==> config.mk <==
export PLATFORM = sky130hd
export DESIGN_NAME = pcse_ram
export DESIGN_NICKNAME = d
export VERILOG_FILES = /design/src/hdl/pcse_ram.sv
export SDC_FILE = /design/constraint.sdc
export NUM_CORES = 1
export LEC_CHECK = 0
export BUFFER_PORTS_ARGS = -buffer_cell sky130_fd_sc_hd__clkbuf_2
export CELL_PAD_IN_SITES_DETAIL_PLACEMENT = 0
export CELL_PAD_IN_SITES_GLOBAL_PLACEMENT = 1
export CORE_ASPECT_RATIO = 1.5
export CORE_UTILIZATION = 48
export DETAILED_ROUTE_END_ITERATION = 6
export GPL_TIMING_DRIVEN = 1
export PLACE_DENSITY_LB_ADDON = 0.1
export SYNTH_ARGS = -nofsm -noshare
export SYNTH_HDL_FRONTEND = slang
export SYNTH_SLANG_ARGS = --single-unit
==> constraint.sdc <==
create_clock -name clk_i -period 3.2 [get_ports clk_i]
set_input_delay 0.16 -clock clk_i [delete_from_list [all_inputs] [get_ports clk_i]]
set_output_delay 0.16 -clock clk_i [all_outputs]
set_load 0.1 [all_outputs]
==> src/hdl/pcse_ram.sv <==
module pcse_ram #(
  parameter int unsigned WIDTH = 32,
  parameter int unsigned DEPTH = 11
) (
  input  logic                     clk_i,
  input  logic                     we_i,
  input  logic [$clog2(DEPTH)-1:0] waddr_i,
  input  logic [WIDTH-1:0]         wdata_i,
  input  logic [$clog2(DEPTH)-1:0] raddr_i,
  output logic [WIDTH-1:0]         rdata_o
);

  logic [WIDTH-1:0] mem_q [DEPTH];
  logic [WIDTH-1:0] rdata_q;

  always_ff @(posedge clk_i) begin
    if (we_i) begin
      mem_q[waddr_i] <= wdata_i;
    end
    rdata_q <= mem_q[raddr_i];
  end

  assign rdata_o = rdata_q;

endmodule

==> out/results.tsv, run 1 <==
stage	metric	value	unit
outcome	run status	finished clean	
timing	Max transition margin	18.8	%
route	1st-iter DRT viols	376	
yosys	most common cell in the netlist	edfxtp_1	
yosys	cells after synthesis	770	
min_path	Hold WC Path Type	primary input to register	
critical_path	slowest CP cell	nor2_4	
die	die span in x	145	um
clock_network	Clock Root Buffer	clkbuf_16	
timing	Setup Viol. Count Final	0	
layout	fraction of layout cells with a size suffix above 1	27.8	%
critical_path	Required @ worst endpoint	3.32	ns
clock_network	Post CTS Setup Buffer Count	0	
layout	Design Area, Final	16900	um^2
clock_network	Inserted Clock Buffers	36	
critical_path	WS Path Type	primary input to register	
critical_path	Crit path largest cell delay	1.03	ns
global_routing	GRT Util Overall	20.5	%
yosys	area leader, netlist	edfxtp_1	
layout	# diodes	0	
critical_path	worst-case reg-to-reg path depth	3	
timing	final period utilization	48.4	%
route	Initial DRT Pass Iterations	4	
yosys	synth warn	0	
clock_network	TritonCTS clock tree	yes	
critical_path	Worst setup SP type	primary input	
critical_path	CP Capture Type	register	
yosys	ys async rst share	0	%
global_routing	total gr overflow	0	
die	# IOs	74	
placement	cell area after placement	15500	um^2
pwr	PD cells	627	nW/um^2
timing	Worst Tran Pin Value	1.22	ns
yosys	syn_nets	812	
clock_network	post-CTS resize count	0	
clock_network	Clock Sinks	384	
route	Routed WL	30700	um
placement	HPWL after DPL	16700	um
timing	FMAX	646	MHz
route	routed length per instance	23.5	um
die	Core Area	30200	um^2
critical_path	Critical Path, Cell by Cell	clkbuf_2 -> nand3b_1 -> nor2_4	
yosys	commonest cells in the synthesized netlist	edfxtp_1 (352), mux2i_1 (64), mux2_2 (61)	
placement	Post-Place Worst Slack	1.03	ns
route	WL met3	989	um
timing	minimum clock period	1.55	ns
pwr	Peak VDD IR	0.407	mV
route	DR vias	7324	
clock_network	Skew-Pair Late Insertion Delay	0.52	ns
global_routing	vias in the first global route	7684	
route	Met2 Wirelength	16300	um
timing	Setup Skew	0.0125	ns
yosys	Top FF cell, synth	edfxtp_1	
yosys	flops & latches, synth	384	
layout	Syn-to-layout area delta	15.2	%
placement	Port Buf Inserts	73	
clock_network	Post-CTS Hold Fix Bufs	20	
clock_network	Max Buffers Root-to-Sink	3	
route	post-route ant nets	0	
critical_path	crit path DAT	1.67	ns
global_routing	first-pass GRT wire length	46300	um
route	vias per cell	5.62	
yosys	post-synthesis sequential area ratio	76.6	%
yosys	Synth area leaders	edfxtp_1 (72%), mux2_2 (4.7%), dfxtp_1 (4.4%)	
yosys	EDFF count, synth	352	
placement	placer congestion estimate	0.718	
clock_network	H-tree depth reported by CTS	2	
timing	setup TNS	0	ns
timing	Final Hold Viols	0	
clock_network	Worst-path clk slew	0.06	ns
global_routing	initial antenna violation count	0	
yosys	synthesized cell area	14600	um^2
die	Die Area	31200	um^2
critical_path	Worst Path Max Fanout	32	
route	M1 WL	12800	um
pwr	Lkg Pwr	5.69	nW
route	max layer used	met4	
timing	worst setup margin	1.65	ns
layout	NumNets Final	919	
min_path	Hold Crit Depth	1	
run	max cap viols	0	
yosys	Synth cell types	24	
yosys	Avg Inst Size Synth	19.0	um^2
die	die height	216	um
global_routing	largest net degree at the start of global routing	65	
timing	RSZ-0062 raised after global routing	false	
die	row count	78	
route	DRC	0	
yosys	post-synth top area share	72.2	%
timing	final slew viol count	0	
die	Initial Util	48.6	%
==> power breakdown <==
part           switching [mW]  internal (mW)
logic                   0.648          0.234
clock network            1.70           2.35
registers              0.0315           5.61
==> critical path, delay by kind of cell <==
family,cells,cell delay [ns]
buf+inv,1,0.09
simple gates,2,1.39
==> final cells by class <==
cell class,count,area (um^2)
Tap cell,400,500
Timing Repair Buffer,114,795
Fill cell,2309,13300
Multi-Input combinational cell,341,3240
Clock inverter,8,63.8
Sequential cell,384,11200
Clock buffer,56,1060
==> routing by layer <==
layer / global-route usage, % / vias to the layer above
li1: - / 3298
met3: 2.95 / 54
met4: 5.68 / 0
met2: 36.6 / 143
met1: 25.7 / 3829
met5: 0 / -
==> state kept, by name, summed over array words and instances (netlist names) <==
name / flops
mem_q: 352
rdata_o: 32
==> cell usage in the layout (no fill, tap or decap), types with 13 or more instances in the layout <==
cell type,Yosys,final
mux2_1,35,35
clkbuf_2,0,71
edfxtp_1,352,352
nand2b_1,35,35
a22o_1,32,32
buf_4,3,17
dlygate4sd3_1,0,20
mux2_2,61,61
o31ai_2,31,31
o22ai_1,32,32
clkbuf_16,0,37
dfxtp_1,32,32
clkbuf_1,21,13
o211ai_1,29,29
mux2i_1,64,64
==> cell families after synthesis <==
logic type | Yosys count | share of synthesized area, %
compound gates | 128 | 7.72
simple gates | 53 | 2.08
buf+inv | 45 | 1.87
mux | 160 | 11.8
flops | 384 | 76.6
==> worst paths after layout <==
| path | startpoint | to | slack (ns) |
|---|---|---|---|
| worst max-delay path | waddr_i[3] | mem_q[6][25] | 1.65 |
| worst min-delay path | wdata_i[7] | mem_q[10][7] | 0.02 |
| worst max register to register | mem_q[9][18] | rdata_o[18] | 2.00 |
| worst min register to register | mem_q[10][31] | rdata_o[31] | 0.58 |
==> per-stage QoR <==
step | hold slack, ns | std cells | util, % | total power, mW
4_1_cts | 0.000496 | 1303 | 55.9 | 10.7
6_report | 0.0173 | 1303 | 55.9 | 10.6
3_3_place_gp | 0.481 | 1219 | 51.6 | 6.61
2_1_floorplan | 0.259 | 770 | - | 6.37
3_5_place_dp | 0.499 | 1219 | 51.6 | 6.62
5_1_grt | 0.0127 | 1303 | 55.9 | 10.9
Note: power is estimated with default switching activity, not from simulation.
==> inputs of run 2 (changes only) <==
CORE_UTILIZATION = 53   (was 48)
clock period = 1.47 ns   (was 3.2 ns; I/O delays follow)
==> out/results.tsv, run 2 (synthesis results as in run 1) <==
stage	metric	value	unit
outcome	run status	finished clean	
layout	Syn-to-layout area delta	18.8	%
route	1st-iter DRT viols	439	
critical_path	worst-case reg-to-reg path depth	3	
layout	multi-input logic area	3260	um^2
timing	final slew viol count	0	
placement	Cells after DPL	1176	
timing	RSZ-0062 raised after global routing	false	
route	Initial DRT Pass Iterations	5	
critical_path	Worst Path Max Fanout	1	
die	Initial Util	53.8	%
timing	Setup Viol. Count Final	0	
critical_path	cell family with most CP delay	buffers and inverters	
placement	HPWL after DPL	16300	um
global_routing	initial antenna violation count	0	
clock_network	Max Buffers Root-to-Sink	3	
critical_path	WP depth	1	
run	max cap viols	0	
clock_network	Clock Root Buffer	clkbuf_16	
global_routing	largest net degree at the start of global routing	65	
layout	commonest non-fill, non-tap cells in the layout	edfxtp_1 (352), clkbuf_2 (71), mux2i_1 (64)	
timing	Max transition margin	63.7	%
clock_network	H-tree depth reported by CTS	2	
pwr	PD cells	1370	nW/um^2
layout	fin util	63.9	%
critical_path	Crit path largest cell delay	0.46	ns
die	die height	206	um
layout	fraction of layout cells with a size suffix above 1	29.5	%
route	vias per cell	5.76	
route	Routed WL	29300	um
timing	Final Hold Viols	0	
layout	NumNets Final	946	
die	row count	74	
route	DR vias	7317	
global_routing	vias in the first global route	7858	
layout	commonest non-fill, non-tap cell in the layout	edfxtp_1	
clock_network	Skew-Pair Late Insertion Delay	0.51	ns
min_path	Hold WC Path Type	primary input to register	
route	post-route ant nets	0	
placement	Port Buf Inserts	73	
layout	max reg flops	352	
clock_network	Inserted Clock Buffers	36	
timing	Worst Tran Pin Value	0.546	ns
die	Core Area	27200	um^2
critical_path	WP buf/inv	1	
timing	FMAX	718	MHz
layout	Cell Count, Final, Fillers Out	1271	
critical_path	Worst setup SP type	register	
critical_path	WS Path Type	register to output port	
critical_path	crit path DAT	1.32	ns
timing	minimum clock period	1.39	ns
global_routing	total gr overflow	0	
pwr	Peak VDD IR	0.906	mV
die	die span in x	138	um
critical_path	CP Capture Type	output port	
route	DRC	0	
clock_network	TritonCTS clock tree	yes	
die	# IOs	74	
layout	sequential cell area	11200	um^2
layout	Largest Register	mem_q	
clock_network	Post CTS Setup Buffer Count	0	
pwr	overall power	23.8	mW
clock_network	Clock Sinks	384	
timing	final period utilization	94.7	%
timing	WHS	0.148	ns
layout	# diodes	0	
route	routed length per instance	23.0	um
critical_path	Critical Path, Cell by Cell	clkbuf_2	
placement	placer congestion estimate	0.737	
critical_path	slowest CP cell	clkbuf_2	
die	Die Area	28300	um^2
global_routing	first-pass GRT wire length	45200	um
layout	fill count	1919	
critical_path	Required @ worst endpoint	1.40	ns
pwr	Lkg Pwr	5.95	nW
global_routing	GRT Util Overall	21.9	%
timing	Setup Skew	0.00755	ns
min_path	Hold Crit Depth	4	
clock_network	Worst-path clk slew	0.06	ns
==> run 2: cell count changes in the layout (fill, tap and decap cells not counted), sizes merged <==
cell	delta
bufinv	+5
dlygate4sd3	+12
inv	+1
buf	+15
clkinv	+9
clkbuf	-16
==> run 2: final timing paths <==
kind                 endpoint  slack, ns           from
setup / recovery   rdata_o[1]       0.08     rdata_o[1]
hold / removal    rdata_o[30]       0.15     raddr_i[3]
setup reg to reg   rdata_o[3]       0.34    mem_q[9][3]
hold reg to reg   rdata_o[15]       0.58  mem_q[10][15]
==> run 2: where the power goes <==
group	leakage [nW]	switching, mW	total, mW	internal, mW
logic	1.90	1.41	2.00	0.593
clock network	0.602	3.83	9.53	5.70
registers	3.45	0.0675	12.3	12.2
==> run 2: area by class of cell <==
class	instances	area share, %
flip-flops and latches	384	64.4
multi-input cells	341	18.7
repair buffers	141	7.41
clock buffers	40	5.44
well taps	342	2.46
clock inverters	23	1.52
==> run 2: per-stage QoR <==
stage          cell area (um^2)  setup WS (ns)  setup TNS [ns]
3_3_place_gp              15900         0.0322               0
3_5_place_dp              15900        0.00596               0
2_1_floorplan             14700         -0.314          -23.15
4_1_cts                   17400         0.0441               0
5_1_grt                   17400         0.0194               0
6_report                  17400         0.0781               0
==> run 2: per-layer routing <==
metal | vias to the layer above | track usage (%) | part of all wire [%]
li1 | 3360 | - | -
met2 | 153 | 37.6 | 52
met1 | 3760 | 28.6 | 43
met5 | - | 0 | 0
met4 | 0 | 6.91 | 2.3
met3 | 44 | 3.18 | 3.4
==> run 2: what timing repair did <==
| item | 4_1_cts | 5_1_grt |
|---|---|---|
| gates resized for setup | 0 | 0 |
| hold buffers | 32 | 0 |
| endpoints found under the hold margin | 352 | 0 |
==> inputs of run 3 (changes only) <==
PLACE_DENSITY = 0.83   (was not set)
PLACE_DENSITY_LB_ADDON = not set   (was 0.1)
==> out/results.tsv, run 3 (synthesis results as in run 1) <==
stage	metric	value	unit
outcome	run status	finished clean	
timing	Setup Viol. Count Final	0	
timing	FMAX	701	MHz
clock_network	Clock Root Buffer	clkbuf_16	
clock_network	Skew-Pair Late Insertion Delay	0.53	ns
placement	HPWL after DPL	17400	um
layout	Largest Register	mem_q	
clock_network	Max Buffers Root-to-Sink	3	
route	vias per cell	5.72	
critical_path	WP buf/inv	1	
layout	max reg flops	352	
route	DR vias	7396	
global_routing	largest net degree at the start of global routing	39	
global_routing	vias in the first global route	7729	
timing	RSZ-0062 raised after global routing	false	
route	max layer used	met4	
clock_network	post-CTS resize count	0	
timing	Worst Tran Pin Value	0.550	ns
die	Initial Util	53.8	%
min_path	Hold WC Path Type	primary input to register	
critical_path	Crit path largest cell delay	0.47	ns
die	die span in x	138	um
placement	placer congestion estimate	0.712	
route	M1 WL	11200	um
placement	cell area after placement	16000	um^2
route	Met2 Wirelength	15400	um
critical_path	Critical Path, Cell by Cell	clkbuf_2	
clock_network	Worst-path clk slew	0.06	ns
clock_network	Post CTS Setup Buffer Count	0	
route	1st-iter DRT viols	543	
timing	Final Hold Viols	0	
timing	Setup Skew	0.0176	ns
die	die height	206	um
critical_path	WS Path Type	register to output port	
layout	commonest non-fill, non-tap cell in the layout	edfxtp_1	
critical_path	crit path DAT	1.35	ns
layout	fin util	64.3	%
pwr	Lkg Pwr	6.01	nW
die	Core Area	27200	um^2
layout	commonest non-fill, non-tap cells in the layout	edfxtp_1 (352), clkbuf_2 (71), mux2i_1 (64)	
critical_path	CP Capture Type	output port	
run	max cap viols	0	
clock_network	Inserted Clock Buffers	35	
critical_path	Worst Path Max Fanout	1	
die	# IOs	74	
global_routing	GRT Util Overall	21.5	%
die	Die Area	28300	um^2
route	routed length per instance	22.1	um
timing	final period utilization	97.0	%
clock_network	TritonCTS clock tree	yes	
global_routing	first-pass GRT wire length	44300	um
critical_path	slowest CP cell	clkbuf_2	
critical_path	cell family with most CP delay	buffers and inverters	
timing	final slew viol count	0	
pwr	Peak VDD IR	0.893	mV
layout	NumNets Final	964	
route	WL met3	1060	um
pwr	PD cells	1350	nW/um^2
layout	fill count	1851	
die	row count	74	
layout	Design Area, Final	17500	um^2
clock_network	H-tree depth reported by CTS	2	
timing	Max transition margin	63.5	%
clock_network	Clock Sinks	384	
route	DRC	0	
critical_path	Required @ worst endpoint	1.40	ns
global_routing	total gr overflow	0	
timing	worst setup margin	0.0439	ns
placement	Port Buf Inserts	73	
route	post-route ant nets	0	
layout	fraction of layout cells with a size suffix above 1	30.2	%
critical_path	Worst setup SP type	register	
timing	minimum clock period	1.43	ns
route	Initial DRT Pass Iterations	4	
route	Routed WL	28600	um
placement	Post-Place Worst Slack	0.0232	ns
global_routing	initial antenna violation count	1	
layout	Syn-to-layout area delta	19.6	%
## run 3: timing repair
item	CTS	global route
hold buffers	33	0
hold endpoints to repair	353	0
endpoints found under the setup margin	0	0
## run 3: where the power goes
part / switching [mW] / leakage [nW] / internal (mW)
clock network: 3.84 / 0.566 / 5.49
registers: 0.0709 / 3.45 / 12.2
logic: 1.41 / 1.99 / 0.616
## run 3: worst paths after layout
check,depth (start not counted),start,end,slack (ns)
max,1,rdata_o[24],rdata_o[24],0.04
min,4,raddr_i[0],rdata_o[29],0.10
max reg2reg,3,mem_q[9][23],rdata_o[23],0.38
min reg2reg,3,mem_q[10][18],rdata_o[18],0.57
## run 3: per-layer routing
| metal | global-route usage, % | vias to the layer above |
|---|---|---|
| met2 | 38.4 | 154 |
| li1 | - | 3392 |
| met5 | 0 | - |
| met1 | 25.6 | 3791 |
| met3 | 3.30 | 59 |
| met4 | 8.50 | 0 |
## run 3: layout make-up
type | count | area, um^2 | area share (%)
clock inverter | 17 | 236 | 1.35
timing repair buffer | 160 | 1410 | 8.05
tap | 342 | 428 | 2.44
antenna | 1 | 2.50 | 0.0143
sequential | 384 | 11200 | 64.0
clock buffer | 47 | 952 | 5.44
multi-input combinational | 341 | 3270 | 18.7
## run 3: metrics by stage
step / hold slack, ns / setup TNS [ns] / total power [mW] / instances
after floorplan: 0.172 / -23.15 / 13.9 / 770
after global placement: 0.393 / 0 / 14.4 / 1194
after detailed placement: 0.397 / 0 / 14.5 / 1194
after CTS: 0.0898 / 0 / 23.8 / 1291
after global routing: 0.118 / 0 / 24.3 / 1292
final: 0.102 / 0 / 23.6 / 1292
