[config.mk]
export PLATFORM = sky130hd
export DESIGN_NAME = pcse_div
export DESIGN_NICKNAME = d
export VERILOG_FILES = /design/src/hdl/pcse_pkg.sv /design/src/hdl/pcse_div.sv
export SDC_FILE = /design/constraint.sdc
export NUM_CORES = 1
export LEC_CHECK = 0
export ABC_CLOCK_PERIOD_IN_PS = 11200
export CAP_MARGIN = 20
export CORE_MARGIN = 2
export CORE_UTILIZATION = 62
export DETAILED_ROUTE_END_ITERATION = 16
export DONT_BUFFER_PORTS = 1
export PLACE_DENSITY = 0.8
export SETUP_SLACK_MARGIN = 0.4
export SYNTH_ARGS = -nofsm -noshare
export SYNTH_HDL_FRONTEND = slang
export SYNTH_SLANG_ARGS = --single-unit
[constraint.sdc]
create_clock -name clk_i -period 11.2 [get_ports clk_i]
set_clock_uncertainty 0.05 [all_clocks]
set_input_delay 1.12 -clock clk_i [delete_from_list [all_inputs] [get_ports clk_i]]
set_output_delay 1.12 -clock clk_i [all_outputs]
set_load 0.05 [all_outputs]
[src/hdl/pcse_pkg.sv]
package pcse_pkg;

  // Number of spline intervals and the wrap step limit.
  localparam int unsigned INTERVALS = 10;
  localparam int unsigned MAX_WRAPS = 16;

  localparam int unsigned NKNOTS = INTERVALS + 1;
  localparam int unsigned IDX_W  = $clog2(NKNOTS);
  localparam int unsigned WRAP_W = $clog2(MAX_WRAPS + 1);

  // The divider retires two quotient bits per cycle over a 64-bit dividend.
  localparam int unsigned DIV_STEPS = 32;
  localparam int unsigned DIV_CNT_W = $clog2(DIV_STEPS);

  localparam logic CMD_LOAD = 1'b0;
  localparam logic CMD_EVAL = 1'b1;

  localparam logic [1:0] TBL_KNOT = 2'd0;
  localparam logic [1:0] TBL_NODE = 2'd1;
  localparam logic [1:0] TBL_COEF = 2'd2;

  localparam logic signed [31:0] Q_MAX = 32'sh7FFF_FFFF;
  localparam logic signed [31:0] Q_MIN = 32'sh8000_0000;

  typedef struct packed {
    logic               cmd;
    logic [1:0]         table_select;
    logic [3:0]         entry_index;
    logic signed [31:0] value_in;
  } pcse_in_t;

  typedef struct packed {
    logic signed [31:0] result_value;
    logic               range_fault;
    logic               divide_fault;
  } pcse_out_t;

  typedef struct packed {
    logic               start;
    logic signed [63:0] dividend;
    logic signed [31:0] divisor;
  } pcse_div_req_t;

  typedef struct packed {
    logic               done;
    logic signed [31:0] quotient;
  } pcse_div_rsp_t;

  typedef enum logic [4:0] {
    ST_IDLE,
    ST_RD_FIRST,
    ST_RD_LAST,
    ST_GOT_LAST,
    ST_WRAP_HI,
    ST_WRAP_LO,
    ST_SRCH_RD,
    ST_SRCH_CMP,
    ST_FIX,
    ST_RD0,
    ST_RD1,
    ST_RD1_WAIT,
    ST_TDX,
    ST_MUL_S,
    ST_DIV_A,
    ST_WAIT_A,
    ST_MUL_C,
    ST_DIV_E,
    ST_WAIT_E,
    ST_MUL_G,
    ST_CALC_H,
    ST_MUL_H,
    ST_FINAL,
    ST_DONE
  } pcse_state_e;

endpackage

[src/hdl/pcse_div.sv]
module pcse_div (
  input  logic                    clk_i,
  input  logic                    rst_ni,
  input  pcse_pkg::pcse_div_req_t req_i,
  output pcse_pkg::pcse_div_rsp_t rsp_o
);

  logic                           busy_q, busy_d;
  logic                           done_q, done_d;
  logic [pcse_pkg::DIV_CNT_W-1:0] cnt_q, cnt_d;
  logic [63:0]                    num_q, num_d;
  logic [31:0]                    rem_q, rem_d;
  logic [31:0]                    den_q, den_d;
  logic                           neg_q, neg_d;

  logic [32:0] sh1, sh2;
  logic        ge1, ge2;
  logic [31:0] rem1;

  // Two restoring steps per cycle; the remainder stays below the divisor.
  assign sh1  = {rem_q, num_q[63]};
  assign ge1  = sh1 >= {1'b0, den_q};
  assign rem1 = ge1 ? 32'(sh1 - {1'b0, den_q}) : sh1[31:0];
  assign sh2  = {rem1, num_q[62]};
  assign ge2  = sh2 >= {1'b0, den_q};

  always_comb begin
    busy_d = busy_q;
    done_d = 1'b0;
    cnt_d  = cnt_q;
    num_d  = num_q;
    rem_d  = rem_q;
    den_d  = den_q;
    neg_d  = neg_q;
    if (req_i.start) begin
      busy_d = 1'b1;
      cnt_d  = '0;
      rem_d  = '0;
      num_d  = req_i.dividend[63] ? 64'(-req_i.dividend) : 64'(req_i.dividend);
      den_d  = req_i.divisor[31] ? 32'(-req_i.divisor) : 32'(req_i.divisor);
      neg_d  = req_i.dividend[63] ^ req_i.divisor[31];
    end else if (busy_q) begin
      rem_d = ge2 ? 32'(sh2 - {1'b0, den_q}) : sh2[31:0];
      num_d = {num_q[61:0], ge1, ge2};
      cnt_d = cnt_q + 1'b1;
      if (cnt_q == pcse_pkg::DIV_CNT_W'(pcse_pkg::DIV_STEPS - 1)) begin
        busy_d = 1'b0;
        done_d = 1'b1;
      end
    end
  end

  always_ff @(posedge clk_i or negedge rst_ni) begin
    if (!rst_ni) begin
      busy_q <= 1'b0;
      done_q <= 1'b0;
      cnt_q  <= '0;
    end else begin
      busy_q <= busy_d;
      done_q <= done_d;
      cnt_q  <= cnt_d;
    end
  end

  always_ff @(posedge clk_i) begin
    num_q <= num_d;
    rem_q <= rem_d;
    den_q <= den_d;
    neg_q <= neg_d;
  end

  // The quotient magnitude is saturated to the signed 32-bit range.
  always_comb begin
    rsp_o.done = done_q;
    if (neg_q) begin
      if (num_q > 64'h8000_0000) begin
        rsp_o.quotient = pcse_pkg::Q_MIN;
      end else begin
        rsp_o.quotient = 32'(-num_q);
      end
    end else begin
      if (num_q > 64'h7FFF_FFFF) begin
        rsp_o.quotient = pcse_pkg::Q_MAX;
      end else begin
        rsp_o.quotient = num_q[31:0];
      end
    end
  end

endmodule

==> results.json, run 1 <==
{
  "grt_max_degree": 194,
  "vias": 11000,
  "multi_input_area_um2": 7970,
  "drt_iter0_drc": 1091,
  "netlist_instances": 1446,
  "io_pins": 132,
  "tightest_slew_ns": 1.07,
  "io_buffers": 0,
  "syn-num-nets": 1616,
  "area_growth_pct": 7.68,
  "final_common_cell": "nor2_1",
  "synth.avg_cell_area_um2": 8.33,
  "cts_made_buffers": 17,
  "ctsResizeCount": 0,
  "clock_path_buffers": 2,
  "rr_endpoint": "rem_q[31]",
  "post-route-min-period_ns": 7.11,
  "leakagePower_nw": 5.09,
  "path_class": "reg -> reg",
  "antenna_left": 0,
  "end_kind": "register",
  "cts_setup_buffers": 0,
  "drcViolationCount": 0,
  "worstPathMaxFanout": 23,
  "grt_pass1_wl_um": 50600,
  "timing.fmax_mhz": 141,
  "num-fill-cells": 1522,
  "cts_tree": "built",
  "layout-drive-gt1-share_pct": 7.46,
  "start_kind": "register",
  "fin_crit_sh_pct": 63.4,
  "yosysWarnings": 0,
  "max-slew-margin-rel_pct": 28.7,
  "first_pass_iters": 5,
  "worstPathArrival_ns": 7.42,
  "cap_violations": 0,
  "synth.distinct_cells": 72,
  "ys.flop_type": "edfxtp_1",
  "reg2reg_slack_ns": 4.09,
  "regArea_um2": 3730,
  "maxSlewViolCount": 0,
  "hp-class": "in -> async",
  "final_net_count": 1577,
  "h-tree-depth": 4,
  "grt_usage_pct": 31.0,
  "place_congestion": 0.926,
  "mostFrequentLayoutCells": "nor2_1 (166), a21oi_1 (122), nand2_1 (113)",
  "cts.sink_count": 136,
  "synth_edf_count": 97,
  "final.setup.tns_ns": 0,
  "outcome": "finished, final reports clean",
  "wl_per_cell_um": 19.1,
  "dp_hpwl_um": 23800,
  "clock_latency_ns": 0.43,
  "core_um2": 18900,
  "worstReg2RegStart": "den_q[16]",
  "clk_pin_slew_worst_paths_ns": 0.06,
  "power_density_nw_per_um2": 251,
  "async_flop_share_pct": 5.15,
  "num_rows": 50,
  "die_w_um": 143,
  "wirelength_um": 32000,
  "hold_viol": 0,
  "start_util_pct": 63.8,
  "rr_worst_depth": 20,
  "dieArea_um2": 20600,
  "power_w": 0.00325,
  "rsz0062_at_grt": "no",
  "vias_per_cell": 6.55,
  "irDropWorstVdd_mv": 0.184,
  "crit_required_ns": 11.52,
  "die_h_um": 143,
  "seq_area_frac_synth_pct": 31.0,
  "first_global_vias": 10100,
  "overflow": 0,
  "synth_seq_cells": 136,
  "root_buffer": "clkbuf_16",
  "synth_area_um2": 12000,
  "grt_antenna_before_repair": 1,
  "setup_viol": 0,
  "ctsHoldBuffers": 0
}
-- Yosys cell counts (5+ instances only) --
master    number  area share, %
and2_1         6           0.31
nor4_1        20            1.0
nand2_1      113            3.5
nand4_1       19           0.99
a21boi_0       6           0.37
mux2_2        19            1.8
o21bai_1       6           0.37
clkbuf_1      60            1.9
mux2i_1       28            2.3
nand3_1       30            1.2
nor3_1        28            1.2
a211oi_1      31            1.9
or4_4          5           0.47
nand2b_1      16           0.83
xor2_1        76            5.5
dfrtp_1        7            1.5
edfxtp_1      97             24
o31ai_1       34            2.1
o21a_1        14           0.87
inv_1         73            2.3
dfxtp_1       32            5.3
and3_1        10           0.52
or3_1         18           0.93
a31oi_1       13           0.68
ha_1          69            7.2
a311oi_1       5           0.36
o41ai_1       14            1.0
nor2_1       166            5.2
xnor2_1       65            4.7
or4_1         15           0.93
nor2b_1        7           0.36
o21ai_0       94            3.9
a21o_1        21            1.3
o211ai_1      11           0.69
o311ai_0      26            1.9
a21oi_1      122            5.1
-- critical path, stage by stage (launching register included) --
cell and delay [ns]:
edfxtp_1 0.36, inv_1 0.08, ha_1 0.34, a21oi_1 0.31, o21ai_0 0.17, a221oi_1 0.41
nand2_1 0.17, o211ai_1 0.78, nand2_1 0.64, mux2_2 0.46, ha_1 0.35, a21o_1 0.20
or3_1 0.31, o221a_2 0.25, a221o_1 0.49, a21oi_1 0.42, o21a_1 0.16, o211ai_1 0.10
buf_4 0.28, nor2_1 0.45, a221o_1 0.23
-- per-stage QoR --
| stage | setup slack, ns | instance area [um2] | hold slack, ns | instances | util [%] |
|---|---|---|---|---|---|
| 6_report | 4.09 | 13000 | 0.333 | 1681 | 68.6 |
| 5_1_grt | 3.68 | 13000 | 0.316 | 1681 | 68.6 |
| 4_1_cts | 3.86 | 13000 | 0.322 | 1679 | 68.6 |
| 3_5_place_dp | 3.89 | 12400 | 0.428 | 1647 | 65.4 |
| 3_3_place_gp | 4.08 | 12400 | 0.423 | 1646 | 65.4 |
| 2_1_floorplan | 5.41 | 12000 | 0.399 | 1446 | - |
-- state kept, by name (all words and copies together), names as in the netlist --
signal,flops
num_q,64
den_q,32
rem_q,32
cnt_q,5
busy_q,1
done_q,1
neg_q,1
-- cell families after synthesis --
family / share of synthesized area (%)
simple gates: 19.5
buf+inv: 4.47
flops: 31.0
fa+ha+maj: 7.50
mux: 4.10
xor+xnor: 10.3
compound gates: 23.2
-- where the power goes --
group	leakage, nW	internal (W)	switching (W)
Sequential	1.33	0.000645	0.0000886
Clock	0.279	0.000337	0.000225
Combinational	3.48	0.000822	0.00113
Total	5.09	0.00180	0.00145
-- final cells by class --
type	count	share of cell area, %
Timing Repair Buffer	10	0.637
Tap cell	260	2.51
Inverter	73	2.11
Clock buffer	20	3.44
Sequential cell	136	28.8
Clock inverter	12	1.10
Antenna cell	1	0.0193
Multi-Input combinational cell	1169	61.4
-- how the worst max path moves through the flow --
stage / from / endpoint / cells after the start
floorplan: num_q[14] / rsp_o[12] / 10
global placement: den_q[16] / rem_q[31] / 20
detailed placement: den_q[16] / rem_q[31] / 20
CTS: den_q[16] / rem_q[31] / 20
global route: den_q[16] / rem_q[31] / 20
finish: den_q[16] / rem_q[31] / 20
-- routing by layer --
| layer | wire, um | part of all wire, % | up-vias | global-route usage [%] |
|---|---|---|---|---|
| li1 | - | - | 5294 | - |
| met1 | 14300 | 45 | 5184 | 44.6 |
| met2 | 14100 | 44 | 497 | 46.1 |
| met3 | 3210 | 10 | 38 | 8.70 |
| met4 | 435 | 1.4 | 0 | 7.64 |
| met5 | 0 | 0 | - | 0 |
Note: power is estimated with default switching activity, not from simulation.
==> run 2, diff against run 1 <==
ABC_CLOCK_PERIOD_IN_PS = 6800   (was 11200)
clock period = 6.8 ns   (was 11.2 ns; I/O delays follow)
==> results.json, run 2 (synthesis gave the netlist of run 1 again) <==
{
  "outcome": "finished, final reports clean",
  "drcViolationCount": 0,
  "grt_usage_pct": 31.7,
  "io_pins": 132,
  "timing.fmax_mhz": 162,
  "io_buffers": 0,
  "post-route-min-period_ns": 6.17,
  "die_h_um": 143,
  "vias": 11200,
  "start_kind": "register",
  "grt_antenna_before_repair": 0,
  "grt_max_degree": 194,
  "vias_per_cell": 6.55,
  "regArea_um2": 3730,
  "final_common_cell": "nor2_1",
  "end_kind": "register",
  "worstPathArrival_ns": 6.46,
  "cts_made_buffers": 17,
  "maxSlewViolCount": 0,
  "overflow": 0,
  "multi_input_area_um2": 7980,
  "irDropWorstVdd_mv": 0.272,
  "first_global_vias": 10500,
  "fin_crit_sh_pct": 90.7,
  "dp_hpwl_um": 24000,
  "cts.sink_count": 136,
  "clk_pin_slew_worst_paths_ns": 0.06,
  "path_class": "reg -> reg",
  "final.setup.tns_ns": 0,
  "antenna_left": 0,
  "reg2reg_slack_ns": 0.63,
  "cap_violations": 0,
  "largest_register": "num_q",
  "drt_iter0_drc": 1110,
  "start_util_pct": 63.8,
  "clock_path_buffers": 2,
  "rr_worst_depth": 21,
  "tightest_slew_ns": 1.10,
  "cts_tree": "built",
  "rsz0062_at_grt": "no",
  "dieArea_um2": 20600,
  "setup_viol": 0,
  "die_w_um": 143,
  "power_w": 0.00543,
  "crit_required_ns": 7.09,
  "hold_depth": 0,
  "largest_register_ff_count": 64,
  "h-tree-depth": 4,
  "leakagePower_nw": 5.23,
  "grt_pass1_wl_um": 51900,
  "place_congestion": 0.940,
  "area_growth_pct": 9.54,
  "crit_chain": "inv_1 -> ha_1 -> inv_1 -> fa_1 -> a211oi_1 -> o211ai_1 -> a32oi_1 -> nand3_1 -> nand2_1 -> mux2_2 -> o31ai_1 -> ha_2 -> nand2_1 -> or3_1 -> or4_1 -> o211a_1 -> o21a_1 -> o211ai_1 -> buf_6 -> mux2_2 -> a211oi_1",
  "final_net_count": 1606,
  "largestRegisters": "num_q: 64 flops, den_q: 32 flops, rem_q: 32 flops",
  "hp-class": "in -> reg",
  "worst_path_max_delay_cell": "or4_1",
  "wirelength_um": 32600,
  "max-slew-margin-rel_pct": 27.1,
  "cp_slowest_stage_delay_ns": 0.55,
  "num-fill-cells": 1465,
  "power_density_nw_per_um2": 412,
  "wl_per_cell_um": 19.1,
  "diodes": 0,
  "num_rows": 50,
  "root_buffer": "clkbuf_16",
  "worstPathMaxFanout": 29,
  "clock_latency_ns": 0.43,
  "core_um2": 18900,
  "first_pass_iters": 6,
  "mostFrequentLayoutCells": "nor2_1 (166), a21oi_1 (121), nand2_1 (113)",
  "hold_viol": 0,
  "layout-drive-gt1-share_pct": 9.59
}
[run 2: per-layer routing]
metal | up-vias | global-route usage (%) | share of wire, %
li1 | 5348 | - | -
met1 | 5233 | 45.7 | 44
met2 | 563 | 47.7 | 44
met3 | 55 | 7.53 | 10
met4 | 0 | 8.36 | 1.9
met5 | - | 0 | 0
[run 2: repair_timing]
action | CTS | global route
setup endpoints to repair | 0 | 33
buffers inserted | 0 | 0
hold buffers | 1 | 0
resized for setup | 0 | 7
endpoints found under the hold margin | 7 | 0
[run 2: metrics by stage]
step / std cells / setup WS (ns) / util, % / hold WS [ns] / cell area (um2)
detailed placement: 1676 / 0.426 / 66.6 / 0.335 / 12600
floorplan: 1446 / 1.11 / - / 0.334 / 12000
global placement: 1675 / 0.624 / 66.5 / 0.335 / 12600
global route: 1709 / 0.404 / 69.8 / 0.265 / 13200
CTS: 1709 / 0.403 / 69.7 / 0.284 / 13200
finish: 1709 / 0.632 / 69.8 / 0.302 / 13200
[run 2: where the power goes]
group | total, W | switching (W) | internal, W
registers | 0.00122 | 0.000155 | 0.00106
clock network | 0.000923 | 0.000370 | 0.000553
logic | 0.00329 | 0.00189 | 0.00140
total | 0.00543 | 0.00242 | 0.00301
[run 2: final timing paths]
path / from / to
worst max-delay path: num_q[63] / rem_q[0]
worst min-delay path: req_i[0] / den_q[0]
worst max register to register: num_q[63] / rem_q[0]
worst min register to register: rem_q[7] / rem_q[7]
max in group asynchronous: rst_ni / busy_q
min in group asynchronous: rst_ni / done_q
[run 2: area by class of cell]
class	instances	share of cell area, %
Clock buffer	19	3.36
Clock inverter	13	1.09
Timing Repair Buffer	39	2.27
Sequential cell	136	28.3
Multi-Input combinational cell	1169	60.5
Tap cell	260	2.47
Inverter	73	2.08
[run 2: critical path, delay by kind of cell, from the launching register on]
kind / cells / cell delay [ns]
multiplexers: 2 / 0.74
buffers and inverters: 3 / 0.51
AO/OA/AOI/OAI: 8 / 2.03
adder cells (fa/ha/maj): 3 / 0.92
flip-flops: 1 / 0.48
AND/OR/NAND/NOR: 5 / 1.34
